[src/hw/rtl/pfw_pkg.sv]
// pfw_pkg: shared types, field layout and a helper function for the pattern fill line writer
package pfw_pkg;

	// input item field widths
	localparam int PatternW = 64;
	localparam int AddrW    = 48;
	localparam int CountW   = 12;

	// result item field widths
	localparam int LineAddrW = 42;
	localparam int EnableW   = 64;
	localparam int WordW     = 64;

	// line geometry
	localparam int LineBytes  = 64;
	localparam int OffW       = 6;
	localparam int GroupOffW  = 3;
	localparam int EndRelW    = CountW + 1;

	// packed stream widths, rounded up to whole bytes
	localparam int InDataW  = 128;
	localparam int OutDataW = 176;

	// tdata bit positions, input side
	localparam int InPatLo   = 0;
	localparam int InAddrLo  = InPatLo + PatternW;
	localparam int InCountLo = InAddrLo + AddrW;

	// tdata bit positions, output side
	localparam int OutLineLo = 0;
	localparam int OutEnLo   = OutLineLo + LineAddrW;
	localparam int OutWordLo = OutEnLo + EnableW;
	localparam int OutUsedW  = OutWordLo + WordW;

	// status codes
	localparam logic STATUS_OK       = 1'b0;
	localparam logic STATUS_NULL_PTR = 1'b1;

	typedef enum logic {
		ST_IDLE,
		ST_RUN
	} state_t;

	// controller to datapath
	typedef struct packed {
		logic load;
		logic advance;
	} pfw_cmd_t;

	// datapath to controller
	typedef struct packed {
		logic last;
	} pfw_sts_t;

	// rotate a 64-bit word left by a number of whole bytes
	function automatic logic [WordW-1:0] rot_bytes_left(
		input logic [WordW-1:0]     w,
		input logic [GroupOffW-1:0] nbytes
	);
		logic [2*WordW-1:0] dbl;
		logic [OffW:0]      sh;
		sh  = {1'b0, nbytes, 3'b000};
		dbl = {w, w} << sh;
		return dbl[2*WordW-1:WordW];
	endfunction

endpackage

[src/hw/rtl/pfw_dp.sv]
// pfw_dp: command registers, line counter and byte-enable mask generation
module pfw_dp #(
	parameter int MAX_FILL_BYTES = 2048
) (
	input  logic                               clk,
	input  logic                               arst_n,
	input  pfw_pkg::pfw_cmd_t                  cmd,
	output pfw_pkg::pfw_sts_t                  sts,
	input  logic [pfw_pkg::InDataW-1:0]        in_data,
	output logic [pfw_pkg::LineAddrW-1:0]      line_address,
	output logic [pfw_pkg::EnableW-1:0]        byte_enable,
	output logic [pfw_pkg::WordW-1:0]          line_word,
	output logic                               status
);

	// highest line index after the first one, plus one for zero
	localparam int MaxLeft = (MAX_FILL_BYTES + pfw_pkg::LineBytes - 2) / pfw_pkg::LineBytes;
	localparam int LeftW   = (MaxLeft < 1) ? 1 : $clog2(MaxLeft + 1);
	localparam logic [pfw_pkg::CountW-1:0] MaxCount = pfw_pkg::CountW'(MAX_FILL_BYTES);

	logic [pfw_pkg::PatternW-1:0]  in_pattern;
	logic [pfw_pkg::AddrW-1:0]     in_start;
	logic [pfw_pkg::CountW-1:0]    in_count;
	logic [pfw_pkg::CountW-1:0]    count_sat;
	logic [pfw_pkg::EndRelW-1:0]   end_rel;
	logic                          in_null;
	logic                          in_zero;

	logic [pfw_pkg::WordW-1:0]     word_q;
	logic [pfw_pkg::LineAddrW-1:0] line_q;
	logic [pfw_pkg::OffW-1:0]      lo_q;
	logic [pfw_pkg::OffW-1:0]      hi_q;
	logic [LeftW-1:0]              left_q;
	logic                          first_q;
	logic                          empty_q;
	logic                          status_q;

	logic                          last;
	logic [pfw_pkg::OffW-1:0]      lo_cur;
	logic [pfw_pkg::OffW-1:0]      hi_cur;

	assign in_pattern = in_data[pfw_pkg::InPatLo +: pfw_pkg::PatternW];
	assign in_start   = in_data[pfw_pkg::InAddrLo +: pfw_pkg::AddrW];
	assign in_count   = in_data[pfw_pkg::InCountLo +: pfw_pkg::CountW];

	assign in_null   = (in_start == '0);
	assign in_zero   = (in_count == '0);
	assign count_sat = (in_count > MaxCount) ? MaxCount : in_count;
	assign end_rel   = pfw_pkg::EndRelW'(in_start[pfw_pkg::OffW-1:0])
	                 + pfw_pkg::EndRelW'(count_sat) - pfw_pkg::EndRelW'(1);

	always_ff @(posedge clk) begin
		if (cmd.load) begin
			word_q <= in_null ? '0
			        : pfw_pkg::rot_bytes_left(in_pattern, in_start[pfw_pkg::GroupOffW-1:0]);
			line_q <= in_null ? '0 : in_start[pfw_pkg::AddrW-1:pfw_pkg::OffW];
			lo_q   <= in_start[pfw_pkg::OffW-1:0];
			hi_q   <= end_rel[pfw_pkg::OffW-1:0];
		end else if (cmd.advance) begin
			line_q <= line_q + pfw_pkg::LineAddrW'(1);
		end
	end

	always_ff @(posedge clk or negedge arst_n) begin
		if (!arst_n) begin
			left_q   <= '0;
			first_q  <= 1'b0;
			empty_q  <= 1'b0;
			status_q <= pfw_pkg::STATUS_OK;
		end else if (cmd.load) begin
			left_q   <= (in_null || in_zero) ? '0
			          : LeftW'(end_rel[pfw_pkg::EndRelW-1:pfw_pkg::OffW]);
			first_q  <= 1'b1;
			empty_q  <= in_null || in_zero;
			status_q <= in_null ? pfw_pkg::STATUS_NULL_PTR : pfw_pkg::STATUS_OK;
		end else if (cmd.advance) begin
			left_q  <= left_q - LeftW'(1);
			first_q <= 1'b0;
		end
	end

	assign last   = (left_q == '0);
	assign lo_cur = first_q ? lo_q : '0;
	assign hi_cur = last ? hi_q : '1;

	always_comb begin
		for (int k = 0; k < pfw_pkg::EnableW; k++) begin
			byte_enable[k] = !empty_q
			              && (pfw_pkg::OffW'(k) >= lo_cur)
			              && (pfw_pkg::OffW'(k) <= hi_cur);
		end
	end

	assign line_address = line_q;
	assign line_word    = word_q;
	assign status       = status_q;
	assign sts.last     = last;

	a_adv_not_last: assert property (@(posedge clk) disable iff (!arst_n)
		cmd.advance |-> !last)
		else $error("advance past the final line");

	a_adv_line_step: assert property (@(posedge clk) disable iff (!arst_n)
		cmd.advance && !cmd.load |=> line_q == $past(line_q) + pfw_pkg::LineAddrW'(1))
		else $error("line address did not step by one");

	a_empty_single: assert property (@(posedge clk) disable iff (!arst_n)
		empty_q |-> last && (byte_enable == '0))
		else $error("empty or error command must give one masked-off line");

endmodule

[src/hw/rtl/pfw_ctrl.sv]
// pfw_ctrl: handshake controller that sequences the line writes of one command
module pfw_ctrl (
	input  logic              clk,
	input  logic              arst_n,
	input  logic              in_valid,
	output logic              in_ready,
	output logic              out_valid,
	input  logic              out_ready,
	output pfw_pkg::pfw_cmd_t cmd,
	input  pfw_pkg::pfw_sts_t sts
);

	pfw_pkg::state_t state_q;
	pfw_pkg::state_t state_d;

	always_ff @(posedge clk or negedge arst_n) begin
		if (!arst_n) begin
			state_q <= pfw_pkg::ST_IDLE;
		end else begin
			state_q <= state_d;
		end
	end

	always_comb begin
		state_d     = state_q;
		in_ready    = 1'b0;
		out_valid   = 1'b0;
		cmd.load    = 1'b0;
		cmd.advance = 1'b0;
		unique case (state_q)
			pfw_pkg::ST_IDLE: begin
				in_ready = 1'b1;
				if (in_valid) begin
					cmd.load = 1'b1;
					state_d  = pfw_pkg::ST_RUN;
				end
			end
			pfw_pkg::ST_RUN: begin
				out_valid = 1'b1;
				// the next command may load as the final line leaves
				in_ready  = out_ready && sts.last;
				if (out_ready) begin
					if (!sts.last) begin
						cmd.advance = 1'b1;
					end else if (in_valid) begin
						cmd.load = 1'b1;
					end else begin
						state_d = pfw_pkg::ST_IDLE;
					end
				end
			end
			default: begin
				state_d = pfw_pkg::ST_IDLE;
			end
		endcase
	end

	a_cmd_excl: assert property (@(posedge clk) disable iff (!arst_n)
		!(cmd.load && cmd.advance))
		else $error("load and advance in the same cycle");

	a_idle_after_last: assert property (@(posedge clk) disable iff (!arst_n)
		out_valid && out_ready && sts.last && !in_valid |=> !out_valid)
		else $error("output still valid after the final line");

	a_load_gives_valid: assert property (@(posedge clk) disable iff (!arst_n)
		cmd.load |=> out_valid)
		else $error("loaded command produced no line");

endmodule

[src/hw/rtl/pattern_fill_line_writer.sv]
// pattern_fill_line_writer: top level that turns a fill command into 64-byte line writes
//
//  channel   dir  handshake                    content
//  s_axis    in   s_axis_tvalid/s_axis_tready  one fill command item
//  m_axis    out  m_axis_tvalid/m_axis_tready  one line write item, tlast on the final line
//
// a command of n lines gives n line items, in line order; n is
// (start mod 64 + count - 1) / 64 + 1, at most 33, or one for a zero count or null start.
// the line counter in the datapath paces the output at one line per cycle while m_axis_tready is high.
// the next command is taken in the same cycle the final line item is accepted.
// a stall on m_axis holds the current line item; nothing is dropped.
// reset (arst_n low) returns the controller to idle and discards any command in flight.
module pattern_fill_line_writer #(
	parameter int MAX_FILL_BYTES = 2048
) (
	input  logic                            clk,
	input  logic                            arst_n,
	// command input
	input  logic                            s_axis_tvalid,
	output logic                            s_axis_tready,
	// fill_pattern[63:0], start_address[111:64], byte_count[123:112], zero pad
	input  logic [pfw_pkg::InDataW-1:0]     s_axis_tdata,
	// line write output
	output logic                            m_axis_tvalid,
	input  logic                            m_axis_tready,
	// line_address[41:0], byte_enable[105:42], line_word[169:106], zero pad
	output logic [pfw_pkg::OutDataW-1:0]    m_axis_tdata,
	// status[0]: 0 ok, 1 null start address
	output logic                            m_axis_tuser,
	output logic                            m_axis_tlast
);

	pfw_pkg::pfw_cmd_t             cmd;
	pfw_pkg::pfw_sts_t             sts;
	logic [pfw_pkg::LineAddrW-1:0] line_address;
	logic [pfw_pkg::EnableW-1:0]   byte_enable;
	logic [pfw_pkg::WordW-1:0]     line_word;
	logic                          status;

	// controller: owns the handshakes, issues load and advance
	pfw_ctrl u_ctrl (
		.clk       (clk),
		.arst_n    (arst_n),
		.in_valid  (s_axis_tvalid),
		.in_ready  (s_axis_tready),
		.out_valid (m_axis_tvalid),
		.out_ready (m_axis_tready),
		.cmd       (cmd),
		.sts       (sts)
	);

	// datapath: holds the command, walks the lines, forms the masks
	pfw_dp #(
		.MAX_FILL_BYTES (MAX_FILL_BYTES)
	) u_dp (
		.clk          (clk),
		.arst_n       (arst_n),
		.cmd          (cmd),
		.sts          (sts),
		.in_data      (s_axis_tdata),
		.line_address (line_address),
		.byte_enable  (byte_enable),
		.line_word    (line_word),
		.status       (status)
	);

	// pack the line item, pad bits tied low
	assign m_axis_tdata = {
		(pfw_pkg::OutDataW - pfw_pkg::OutUsedW)'(0),
		line_word,
		byte_enable,
		line_address
	};
	assign m_axis_tuser = status;
	assign m_axis_tlast = sts.last;

endmodule

[config.mk]
export PLATFORM = sky130hd
export DESIGN_NAME = pattern_fill_line_writer
export DESIGN_NICKNAME = d
export VERILOG_FILES = /design/src/hw/rtl/pfw_pkg.sv /design/src/hw/rtl/pfw_dp.sv /design/src/hw/rtl/pfw_ctrl.sv /design/src/hw/rtl/pattern_fill_line_writer.sv
export SDC_FILE = /design/constraint.sdc
export NUM_CORES = 1
export LEC_CHECK = 0
export BUFFER_PORTS_ARGS = -buffer_cell sky130_fd_sc_hd__buf_2
export CAP_MARGIN = 20
export CORE_ASPECT_RATIO = 1.25
export CORE_MARGIN = 5
export CORE_UTILIZATION = 38
export DETAILED_ROUTE_END_ITERATION = 8
export HOLD_SLACK_MARGIN = 0.02
export PLACE_DENSITY = 0.74
export SYNTH_ARGS = -nofsm -noshare
export SYNTH_HDL_FRONTEND = slang
export SYNTH_HIERARCHICAL = 1
export SYNTH_SLANG_ARGS = --single-unit
[constraint.sdc]
create_clock -name clk -period 8.6 [get_ports clk]
set_input_delay 0.43 -clock clk [delete_from_list [all_inputs] [get_ports clk]]
set_output_delay 0.43 -clock clk [all_outputs]
set_load 0.005 [all_outputs]
Word-level counts from Yosys, hierarchy flattened
Index checks and enable logic that the tools add are counted.

Bits in latches: 0. Register bits after elaboration: 128. Logic and storage cells: 302. Output and inout bits: 180. ROM bits: 0. Bits in writable memories: 0. Memories: 0. Bits of input ports: 132.

Shift operators: 1. Mux-type cells: 23. Eq/ne operators: 0. Div/mod/pow operators: 0. $mul: 0. Order comparisons: 129. Reduce and logical (&&, ||, !) cells: 135. Bitwise operators: 1. Add/subtract/negate cells: 4.

Operators with widths (count): greater-or-equal comparator 6 bit (first input constant) (32); less-or-equal comparator 6 bit (first input constant) (32); logical AND 1 bit (129); left shift 128 x 6 -> 128 bit (1); two-way mux 42 bit (3); greater-or-equal comparator 5 x 6 -> 1 bit (first input constant) (16); less-or-equal comparator 5 x 6 -> 1 bit (first input constant) (16); greater-or-equal comparator 4 x 6 -> 1 bit (first input constant) (8); less-or-equal comparator 4 x 6 -> 1 bit (first input constant) (8); zero test 48 bit (1); adder 42 x 1 -> 42 bit (second input constant) (1); two-way mux 6 bit (5); greater-or-equal comparator 3 x 6 -> 1 bit (first input constant) (4); less-or-equal comparator 3 x 6 -> 1 bit (first input constant) (4); adder 6 x 12 -> 12 bit (1); greater-or-equal comparator 1 x 6 -> 1 bit (first input constant) (2); greater-or-equal comparator 2 x 6 -> 1 bit (first input constant) (2); > comparator 12 bit (second input constant) (1); less-or-equal comparator 1 x 6 -> 1 bit (first input constant) (2); less-or-equal comparator 2 x 6 -> 1 bit (first input constant) (2); zero test 12 bit (1); two-way mux 12 bit (1); subtractor 12 x 1 -> 12 bit (second input constant) (1); two-way mux 1 bit (10); 8 further kinds (10).

Logic depth before layout (Yosys ltp)
Gate-level depths: netlist of the first run.

Depth after elaboration: 6. Depth in mapped cells: 14. Depth with buffers taken out: 11.

Modules after synthesis
The synthesis of the first run kept the hierarchy.

By module, submodules not included: pfw_dp (area an instance 9982.1 µm², instances 1, cells each 1046, sequential area each 3768.6 µm²); pfw_ctrl (area an instance 60.1 µm², instances 1, cells each 7, sequential area each 25.0 µm²); pattern_fill_line_writer (area an instance 48.8 µm², instances 1, cells each 7, sequential area each 0.0 µm²).

Worst setup path after synthesis of the first run
No wires, ideal clock.

Path type: reg-to-reg. From: reg u_dp.left_q[2]. To: reg u_dp.left_q[2]. Setup slack: 1.190 ns. Path buffers: 3. Arrival time: 7.347 ns. Period minus slack after synthesis: 7.410 ns. Cell stages (with the launch flop): 13. Data required time: 8.537 ns. Library setup time: 0.063 ns. Path through: dfrtp_1 or4_4 or2_1 buf_6 inv_2 buf_6 a21boi_2 nor2b_1 or2_2 clkbuf_1 and2_1 o21ai_0 a21bo_2.

RTL lines: from (decl) (RTL line pfw_dp.sv:33) `logic [LeftW-1:0] left_q;`; from (signal assigned) (RTL line pfw_dp.sv:71) `left_q <= (in_null || in_zero) ? '0`; from (signal assigned) (RTL line pfw_dp.sv:77) `left_q <= left_q - LeftW'(1);`.

==> results of run 1 <==
==> flip-flops by register name (all words and copies together), names as in the netlist <==
signal,flops
u_dp/hi_q,6
u_ctrl/state_q,1
u_dp/line_word,64
u_dp/line_address,42
u_dp/empty_q,1
u_dp/first_q,1
u_dp/status,1
u_dp/lo_q,6
u_dp/left_q,6
==> through the flow <==
| step | power [uW] | util |
|---|---|---|
| final | 2614 | 0.4728 |
| after global placement | 1958 | 0.4510 |
| after detailed placement | 1976 | 0.4510 |
| after global routing | 2770 | 0.4727 |
| after CTS | 2616 | 0.4708 |
| after floorplan | 1497 | - |
==> where the power goes <==
part / leakage [uW] / total, uW / internal, uW / switching, uW
logic: 0.00349 / 1060 / 466 / 594
registers: 0.00121 / 918 / 815 / 103
clock network: 0.000242 / 636 / 363 / 273
total: 0.00495 / 2610 / 1640 / 970
==> layer usage <==
layer	vias to the layer above	wire, um	part of all wire
met4	6	1719	0.050
met3	97	3408	0.099
met5	-	34	0.00098
met1	4673	12510	0.36
met2	573	16870	0.49
li1	4507	-	-
==> cells by family (layout without fill, tap and decap cells) <==
group	after synthesis	in the layout	share of synthesized area
simple gates	417	417	0.1991
compound gates	257	257	0.1591
flops	128	128	0.3759
buf+inv	123	387	0.05121
mux	82	82	0.1609
xor+xnor	32	32	0.02777
fa+ha+maj	20	20	0.02554
other cells	1	7	0.0003716
==> cell type report <==
type / count / area (um2) / share of cell area
inverter: 41 / 153.9 / 0.01247
clock buffer: 20 / 436.7 / 0.03540
antenna: 1 / 2.502 / 0.0002028
timing repair buffer: 314 / 1642 / 0.1331
multi-input combinational: 814 / 5812 / 0.4711
clock inverter: 12 / 71.32 / 0.005781
tap: 340 / 425.4 / 0.03448
sequential: 128 / 3794 / 0.3075
==> what timing repair did <==
action                                 in CTS  in global routing
setup endpoints to repair                   0                  0
hold buffers                                1                  0
endpoints found under the hold margin      10                  0
==> critical path, cell delays in order, from the launching register on <==
cell and delay, ns:
dfrtp_1 0.43, or4_4 0.60, or2_1 0.23, buf_4 0.22, inv_2 0.30, a21boi_2 0.14, nor2b_4 0.11, buf_4 0.52
buf_4 0.84, inv_2 0.51, nor2_1 0.21, a31oi_1 0.07
==> how the worst max path moves through the flow <==
stage,end,cells past startpoint
floorplan,u_dp/left_q[2]$_DFFE_PN0P_,12
global placement,u_dp/line_address[26]$_DFFE_PP_,11
detailed placement,u_dp/line_address[26]$_DFFE_PP_,11
CTS,u_dp/line_address[26]$_DFFE_PP_,11
global route,u_dp/line_address[26]$_DFFE_PP_,11
finish,u_dp/line_address[26]$_DFFE_PP_,11
==> cells in the mapped netlist (3+ instances only) <==
| library cell | number |
|---|---|
| nand2_1 | 176 |
| edfxtp_1 | 118 |
| a21oi_1 | 92 |
| nor2_1 | 81 |
| mux4_2 | 64 |
| clkbuf_1 | 61 |
| o21ai_0 | 56 |
| inv_1 | 38 |
| nand3_1 | 26 |
| a31oi_1 | 22 |
| ha_1 | 19 |
| nor3_1 | 19 |
| a221oi_1 | 18 |
| nor4_1 | 18 |
| xnor2_1 | 17 |
| mux2i_1 | 16 |
| or3_1 | 16 |
| a211oi_1 | 15 |
| xor2_1 | 15 |
| and3_1 | 14 |
| nand2b_1 | 14 |
| nand4_1 | 13 |
| a21o_1 | 11 |
| dfrtp_1 | 10 |
| o31ai_1 | 9 |
| buf_2 | 8 |
| or4_1 | 7 |
| buf_4 | 6 |
| and2_1 | 4 |
| buf_1 | 4 |
| nor2b_1 | 4 |
| nor4b_1 | 4 |
| o211ai_1 | 4 |
| o21a_1 | 4 |
| buf_6 | 3 |
| inv_2 | 3 |
| o21bai_1 | 3 |
| or2_2 | 3 |
==> impl_metrics.json, run 1 <==
{
  "run_status": "complete, no violations",
  "worstPathRequired_ns": 8.73,
  "die_w_um": 155.8,
  "coreArea_mm2": 0.02610,
  "syn_area_per_cell_um2": 9.520,
  "hp-start": "s_axis_tvalid",
  "min_to": "u_ctrl/state_q$_DFF_PN0_",
  "area_growth_pct": 22.26,
  "maxSlewViolCount": 0,
  "grtUsageMet2": 0.3785,
  "met1_usage": 0.2601,
  "syn_area_mm2": 0.01009,
  "leakage_uw": 0.004947,
  "clk_pin_slew_ns": 0.06,
  "synth_cell_types": 72,
  "drcViolationCount": 0,
  "io-pin-count": 312,
  "synth_ff_type": "edfxtp_1",
  "use_met3": 0.06288,
  "reg2reg_slack_ns": 4.07,
  "syn_inst": 1060,
  "async_reset_ff_frac": 0.07813,
  "grt_max_degree": 71,
  "drt-wirelength-per-cell_um": 20.69,
  "dr.pass1.iters": 5,
  "hold_class": "input pin to flop",
  "synth_top_area_share": 0.3511,
  "rsz0062_at_grt": "no",
  "cts_buffers": 17,
  "crit_arrival_ns": 4.65,
  "start_kind": "flop",
  "drt-total-wl_um": 34550,
  "setup_tns_ns": 0,
  "ant_nets": 0,
  "fin_area_mm2": 0.01234,
  "synth.area.top_cells": "edfxtp_1 (35%), mux4_2 (14%), nand2_1 (6.5%)",
  "yosysTopAreaCell": "edfxtp_1",
  "rows": 66,
  "layout_commonest_cell": "buf_2",
  "clockBufferDepth": 2,
  "synth_seq_cells": 128,
  "worst_pin_slew_ns": 1.032,
  "top_usage_layer": "met2",
  "cts_setup_buffers": 0,
  "port_buffers": 301,
  "holdPathStages": 2,
  "fin_cells": 1670,
  "first_iter_violations": 679,
  "r2r_cells": 11,
  "dp_hpwl_um": 25870,
  "tritoncts": "yes",
  "nets": 1468,
  "crit_start": "u_dp/left_q[2]$_DFFE_PN0P_",
  "yosysSeqAreaShare": 0.3759,
  "power.density_mw_per_mm2": 211.9,
  "grt_overflow_total": 0,
  "setup_viol": 0,
  "antenna_found_initial": 3,
  "layout_common_cells": "buf_2 (300), nand2_1 (176), edfxtp_1 (118)",
  "period_share": 0.5264,
  "max_freq_mhz": 220.9,
  "root_buffer": "clkbuf_16",
  "avgViaCountPerCell": 5.902,
  "htreeDepth": 4,
  "gp_congestion": 0.9746,
  "fillerInstances": 2492,
  "grt_pass1_vias": 9657,
  "hold_violations": 0,
  "drive_gt1_frac": 0.3258,
  "synth-edff-count": 118,
  "skew_ns": 0.007516,
  "die_h_um": 192.2,
  "crit_type": "flop to flop",
  "timing.final.ws_setup_ns": 4.073,
  "max-cap-violations": 0,
  "maxSlewHeadroom": 0.3108,
  "gr-usage-all-layers": 0.2242,
  "fp.dieArea_mm2": 0.02993,
  "clkSinkCount": 128,
  "vias": 9856,
  "ir_drop_v": 0.0001370,
  "initial_core_util": 0.3867,
  "ctsResizeCount": 0,
  "clock_latency_ns": 0.42,
  "yosysWarnings": 6,
  "dpl_worst_slack_ns": 4.092,
  "end_kind": "flop",
  "grt_pass1_wl_um": 52750,
  "dp.cells": 1634,
  "period_needed_ns": 4.527,
  "reg2reg_from": "u_dp/left_q[2]$_DFFE_PN0P_",
  "post_dp_cell_area_mm2": 0.01177,
  "critical_path.max_fanout": 70,
  "r2r_end": "u_dp/line_address[26]$_DFFE_PP_",
  "holdWs_ns": 0.2308
}
(Power assumes the default switching activity.)
==> inputs of run 2 (changes only) <==
Settings changed: PLACE_DENSITY 0.74 to 0.77.
Clock period 8.6 ns to 3.82 ns, I/O delays scaled along.
==> run 2 against run 1 <==
  * Global-route usage up 0.22 points
  * Via count increased by 0.70%
  * Sequential share of layout area is 0.19 points lower
  * Die area unchanged
  * First-iteration DRC count decreased by 0.15%
  * Combinational power increased by 130%
  * Clock-buffer cell count decreased by 1
  * Cell count is 0.54% higher
==> impl_metrics.json, run 2 (synthesis gave the netlist of run 1 again) <==
{
  "fp.dieArea_mm2": 0.02993,
  "leakage_uw": 0.004997,
  "drive_gt1_frac": 0.3301,
  "maxSlewHeadroom": 0.3332,
  "setup_viol": 0,
  "end_kind": "primary output",
  "rsz0062_at_grt": "no",
  "htreeDepth": 4,
  "grt_pass1_vias": 9539,
  "die_w_um": 155.8,
  "drcViolationCount": 0,
  "gp_congestion": 0.9576,
  "final_util": 0.4757,
  "initial_core_util": 0.3867,
  "period_needed_ns": 3.107,
  "drt-wirelength-per-cell_um": 20.98,
  "worstPathRequired_ns": 3.63,
  "vias": 9925,
  "crit_type": "flop to primary output",
  "first_iter_violations": 678,
  "dr.pass1.iters": 7,
  "cts_setup_buffers": 0,
  "maxSlewViolCount": 0,
  "gr-usage-all-layers": 0.2263,
  "worst_pin_slew_ns": 0.9981,
  "fillerInstances": 2505,
  "slowest_stage": "or4_4",
  "skew_ns": 0.009935,
  "grt_pass1_wl_um": 53070,
  "slowest_delay_ns": 0.58,
  "ant_nets": 0,
  "max-cap-violations": 0,
  "die_h_um": 192.2,
  "layout_common_cells": "buf_2 (300), nand2_1 (176), edfxtp_1 (118)",
  "hold_class": "input pin to flop",
  "crit_arrival_ns": 2.92,
  "clkSinkCount": 128,
  "tritoncts": "yes",
  "dp_hpwl_um": 26690,
  "layout_commonest_cell": "buf_2",
  "run_status": "complete, no violations",
  "path_buf_inv": 2,
  "avgViaCountPerCell": 5.911,
  "nets": 1478,
  "drt-total-wl_um": 35220,
  "rows": 66,
  "hold_violations": 0,
  "cts_buffers": 17,
  "cp_cell_sequence": "or4_4 -> or2_1 -> buf_4 -> nor3_2 -> nor3_1 -> o221a_2 -> buf_2",
  "clk_pin_slew_ns": 0.06,
  "ctsResizeCount": 0,
  "holdBufCountCts": 4,
  "critical_path.max_fanout": 17,
  "crit_family": "simple AND/OR/NAND/NOR gates",
  "ir_drop_v": 0.0003291,
  "setup_tns_ns": 0,
  "root_buffer": "clkbuf_16",
  "max_freq_mhz": 321.8,
  "io-pin-count": 312,
  "power.density_mw_per_mm2": 475.8,
  "start_kind": "flop",
  "grt_max_degree": 66,
  "grt_overflow_total": 0,
  "clock_latency_ns": 0.42,
  "port_buffers": 301,
  "largest_reg_flops": 64,
  "antenna_found_initial": 2,
  "area_growth_pct": 23.03,
  "period_share": 0.8135,
  "clockBufferDepth": 2,
  "coreArea_mm2": 0.02610,
  "antennaDiodeCount": 0
}
[run 2: cell types whose count changed in the layout (fill, tap and decap cells not counted), moves of 2 or more]
cell	before	now
inv_6	0	2
dlygate4sd3_1	1	4
buf_4	11	19
clkinv_4	2	4
[run 2: power breakdown]
| group | switching, uW | internal, uW | total, uW |
|---|---|---|---|
| sequential | 227 | 1840 | 2060 |
| combinational | 1340 | 1050 | 2390 |
| clock | 629 | 827 | 1460 |
[run 2: per-stage QoR]
stage	power, uW	hold WS [ns]	setup WS (ns)	area [um2]	std cells
CTS	5946	0.03494	0.7150	12410	1679
global route	6264	0.05803	0.5044	12410	1679
finish	5907	0.06455	0.7125	12410	1679
detailed placement	4461	0.08089	0.9407	11850	1643
floorplan	3371	-0.1046	-0.009313	10150	1065
global placement	4416	0.08224	1.014	11850	1643
[run 2: final timing paths]
check                                            from                              end  slack (ns)  cells after the start
setup / recovery           u_dp/left_q[3]$_DFFE_PN0P_                 m_axis_tdata[71]        0.71                      7
hold / removal                       s_axis_tdata[91]  u_dp/line_address[21]$_DFFE_PP_        0.06                      3
setup reg to reg           u_dp/left_q[0]$_DFFE_PN0P_  u_dp/line_address[11]$_DFFE_PP_        0.95                      9
hold reg to reg               u_dp/status$_DFFE_PN0P_          u_dp/status$_DFFE_PN0P_        0.51                      1
max in group asynchronous                      arst_n         u_dp/first_q$_DFFE_PN0P_        3.43                      2
min in group asynchronous                      arst_n          u_dp/status$_DFFE_PN0P_        0.17                      2
[run 2: worst register-to-register path: cells and delay by family, from the launching register on]
family        cells  cell delay [ns]
buf+inv           5             0.99
simple gates      3             0.93
flops             1             0.39
fa+ha+maj         1             0.19
[run 2: area by class of cell]
class | count | area [um2] | area share
Timing Repair Buffer | 324 | 1704 | 0.1373
Clock buffer | 19 | 432.9 | 0.03487
Inverter | 41 | 156.4 | 0.01260
Sequential cell | 128 | 3794 | 0.3056
Multi-Input combinational cell | 814 | 5812 | 0.4682
Tap cell | 340 | 425.4 | 0.03427
Clock inverter | 13 | 90.09 | 0.007257
[run 2: per-layer routing]
layer	wire, um	up-vias	global-route usage
met5	21	-	0
met4	1399	4	0.1037
met1	12520	4760	0.2544
met3	3402	85	0.06108
li1	-	4529	-
met2	17880	547	0.3990
==> inputs of run 3 (changes only) <==
Clock period 3.82 ns to 2.6 ns, I/O delays scaled along.
==> run 3 against run 2 <==
  * The flow now finishes with violations (setup timing)
  * Clock skew is 0.0020 ns lower
  * Sequential power up 49%
  * Global-route usage grew 0.84 points
  * Critical endpoint unchanged
==> impl_metrics.json, run 3 (synthesis gave the netlist of run 1 again) <==
{
  "run_status": "finished, violations left",
  "violations": "setup timing",
  "initial_core_util": 0.3867,
  "setup_viol": 9,
  "maxSlewHeadroom": 0.5343,
  "skew_ns": 0.007949,
  "top_layer_used": "met5",
  "rsz0062_at_grt": "yes",
  "coreArea_mm2": 0.02610,
  "first_iter_violations": 702,
  "grt_max_degree": 68,
  "r2r_end": "u_dp/line_address[18]$_DFFE_PP_",
  "critical_path.max_fanout": 15,
  "drcViolationCount": 0,
  "hp-start": "s_axis_tdata[79]",
  "ir_drop_v": 0.0005459,
  "cts_buffers": 17,
  "start_kind": "flop",
  "r2r_cells": 8,
  "holdPathStages": 3,
  "post_dp_cell_area_mm2": 0.01227,
  "rows": 66,
  "seqCellArea_mm2": 0.003794,
  "tritoncts": "yes",
  "antenna_found_initial": 4,
  "period_needed_ns": 2.672,
  "area_growth_pct": 33.34,
  "multi_input_area_mm2": 0.005977,
  "fin_area_mm2": 0.01346,
  "die_w_um": 155.8,
  "dpl_worst_slack_ns": 0.03374,
  "wl_met3_um": 3246,
  "crit_arrival_ns": 2.54,
  "reg2reg_slack_ns": 0.10,
  "dp_hpwl_um": 27240,
  "root_buffer": "clkbuf_16",
  "min_to": "u_dp/line_address[9]$_DFFE_PP_",
  "max-cap-violations": 0,
  "clkSinkCount": 128,
  "avgViaCountPerCell": 5.864,
  "fp.dieArea_mm2": 0.02993,
  "timing.final.ws_setup_ns": -0.07180,
  "grt_overflow_total": 0,
  "drive_gt1_frac": 0.3719,
  "fillerInstances": 2393,
  "hold_class": "input pin to flop",
  "leakage_uw": 0.005523,
  "clk_pin_slew_ns": 0.06,
  "maxSlewViolCount": 0,
  "dr.pass1.iters": 5,
  "wl_met2_um": 17970,
  "port_buffers": 301,
  "vias": 10310,
  "reg2reg_from": "u_dp/left_q[3]$_DFFE_PN0P_",
  "htreeDepth": 4,
  "clock_latency_ns": 0.42,
  "power.density_mw_per_mm2": 693.5,
  "grt_pass1_vias": 10090,
  "hold_violations": 0,
  "max_freq_mhz": 374.3,
  "drt-wirelength-per-cell_um": 20.67,
  "drt-total-wl_um": 36360,
  "gp_congestion": 0.9830,
  "die_h_um": 192.2,
  "wl_met1_um": 13050,
  "final_util": 0.5156,
  "nets": 1556,
  "period_share": 1.028,
  "io-pin-count": 312,
  "worst_pin_slew_ns": 0.6986,
  "end_kind": "primary output",
  "power_uw": 9332,
  "ant_nets": 0,
  "layout_commonest_cell": "buf_2",
  "grt_pass1_wl_um": 55100,
  "largest_reg_flops": 64,
  "layout_common_cells": "buf_2 (299), nand2_1 (174), edfxtp_1 (118)",
  "clockBufferDepth": 2,
  "crit_type": "flop to primary output",
  "worstPathRequired_ns": 2.47,
  "gr-usage-all-layers": 0.2348,
  "setup_tns_ns": -0.4512,
  "crit_start": "u_dp/left_q[3]$_DFFE_PN0P_"
}
run 3: routing by layer:
layer  up-vias  GRT usage
li1       4687          -
met1      4936     0.2687
met2       573     0.3978
met3       112    0.06063
met4         6     0.1327
met5         -          0
run 3: worst max-delay path: stages, from the launching register on:
cell and delay [ns]:
dfrtp_1 0.38, or4_4 0.59, or2_4 0.28, buf_12 0.16
nor3_4 0.14, buf_6 0.13, nor2_1 0.05, o221a_2 0.26
buf_6 0.11
run 3: worst max path at each step:
stage | to | slack [ns] | cells after the start
5_1_grt | m_axis_tdata[59] | -0.16 | 7
3_5_place_dp | u_dp/line_address[8]$_DFFE_PP_ | 0.03 | 8
3_3_place_gp | u_dp/left_q[2]$_DFFE_PN0P_ | 0.06 | 12
4_1_cts | m_axis_tdata[87] | -0.08 | 9
2_1_floorplan | u_dp/left_q[4]$_DFFE_PN0P_ | -1.20 | 11
6_report | m_axis_tdata[71] | -0.07 | 8
run 3: where the power goes:
part | switching, uW | leakage (uW) | internal (uW)
Sequential | 362 | 0.00121 | 2690
Clock | 918 | 0.000310 | 1550
Combinational | 2020 | 0.00400 | 1790
Total | 3300 | 0.00552 | 6030
run 3: through the flow:
step	hold slack (ns)	cells
after floorplan	-0.1656	1065
after global placement	0.01506	1688
after detailed placement	0.01584	1688
after CTS	0.02374	1747
after global routing	0.04891	1757
final	0.03791	1759
run 3: final cells by class:
cell class / count / area share
diodes: 2 / 0.0003720
flip-flops and latches: 128 / 0.2819
clock inverters: 9 / 0.006509
multi-input cells: 815 / 0.4442
well taps: 340 / 0.03162
repair buffers: 401 / 0.1838
clock buffers: 23 / 0.03952
inverters: 41 / 0.01200
run 3: what timing repair did:
action                                 in CTS  in global routing
pin swaps                                   1                  7
hold buffers                               26                  0
endpoints found under the hold margin      35                  0
gates cloned                                0                  1
resized for setup                          25                 27
setup endpoints to repair                  40                158
buffers inserted                            1                  9
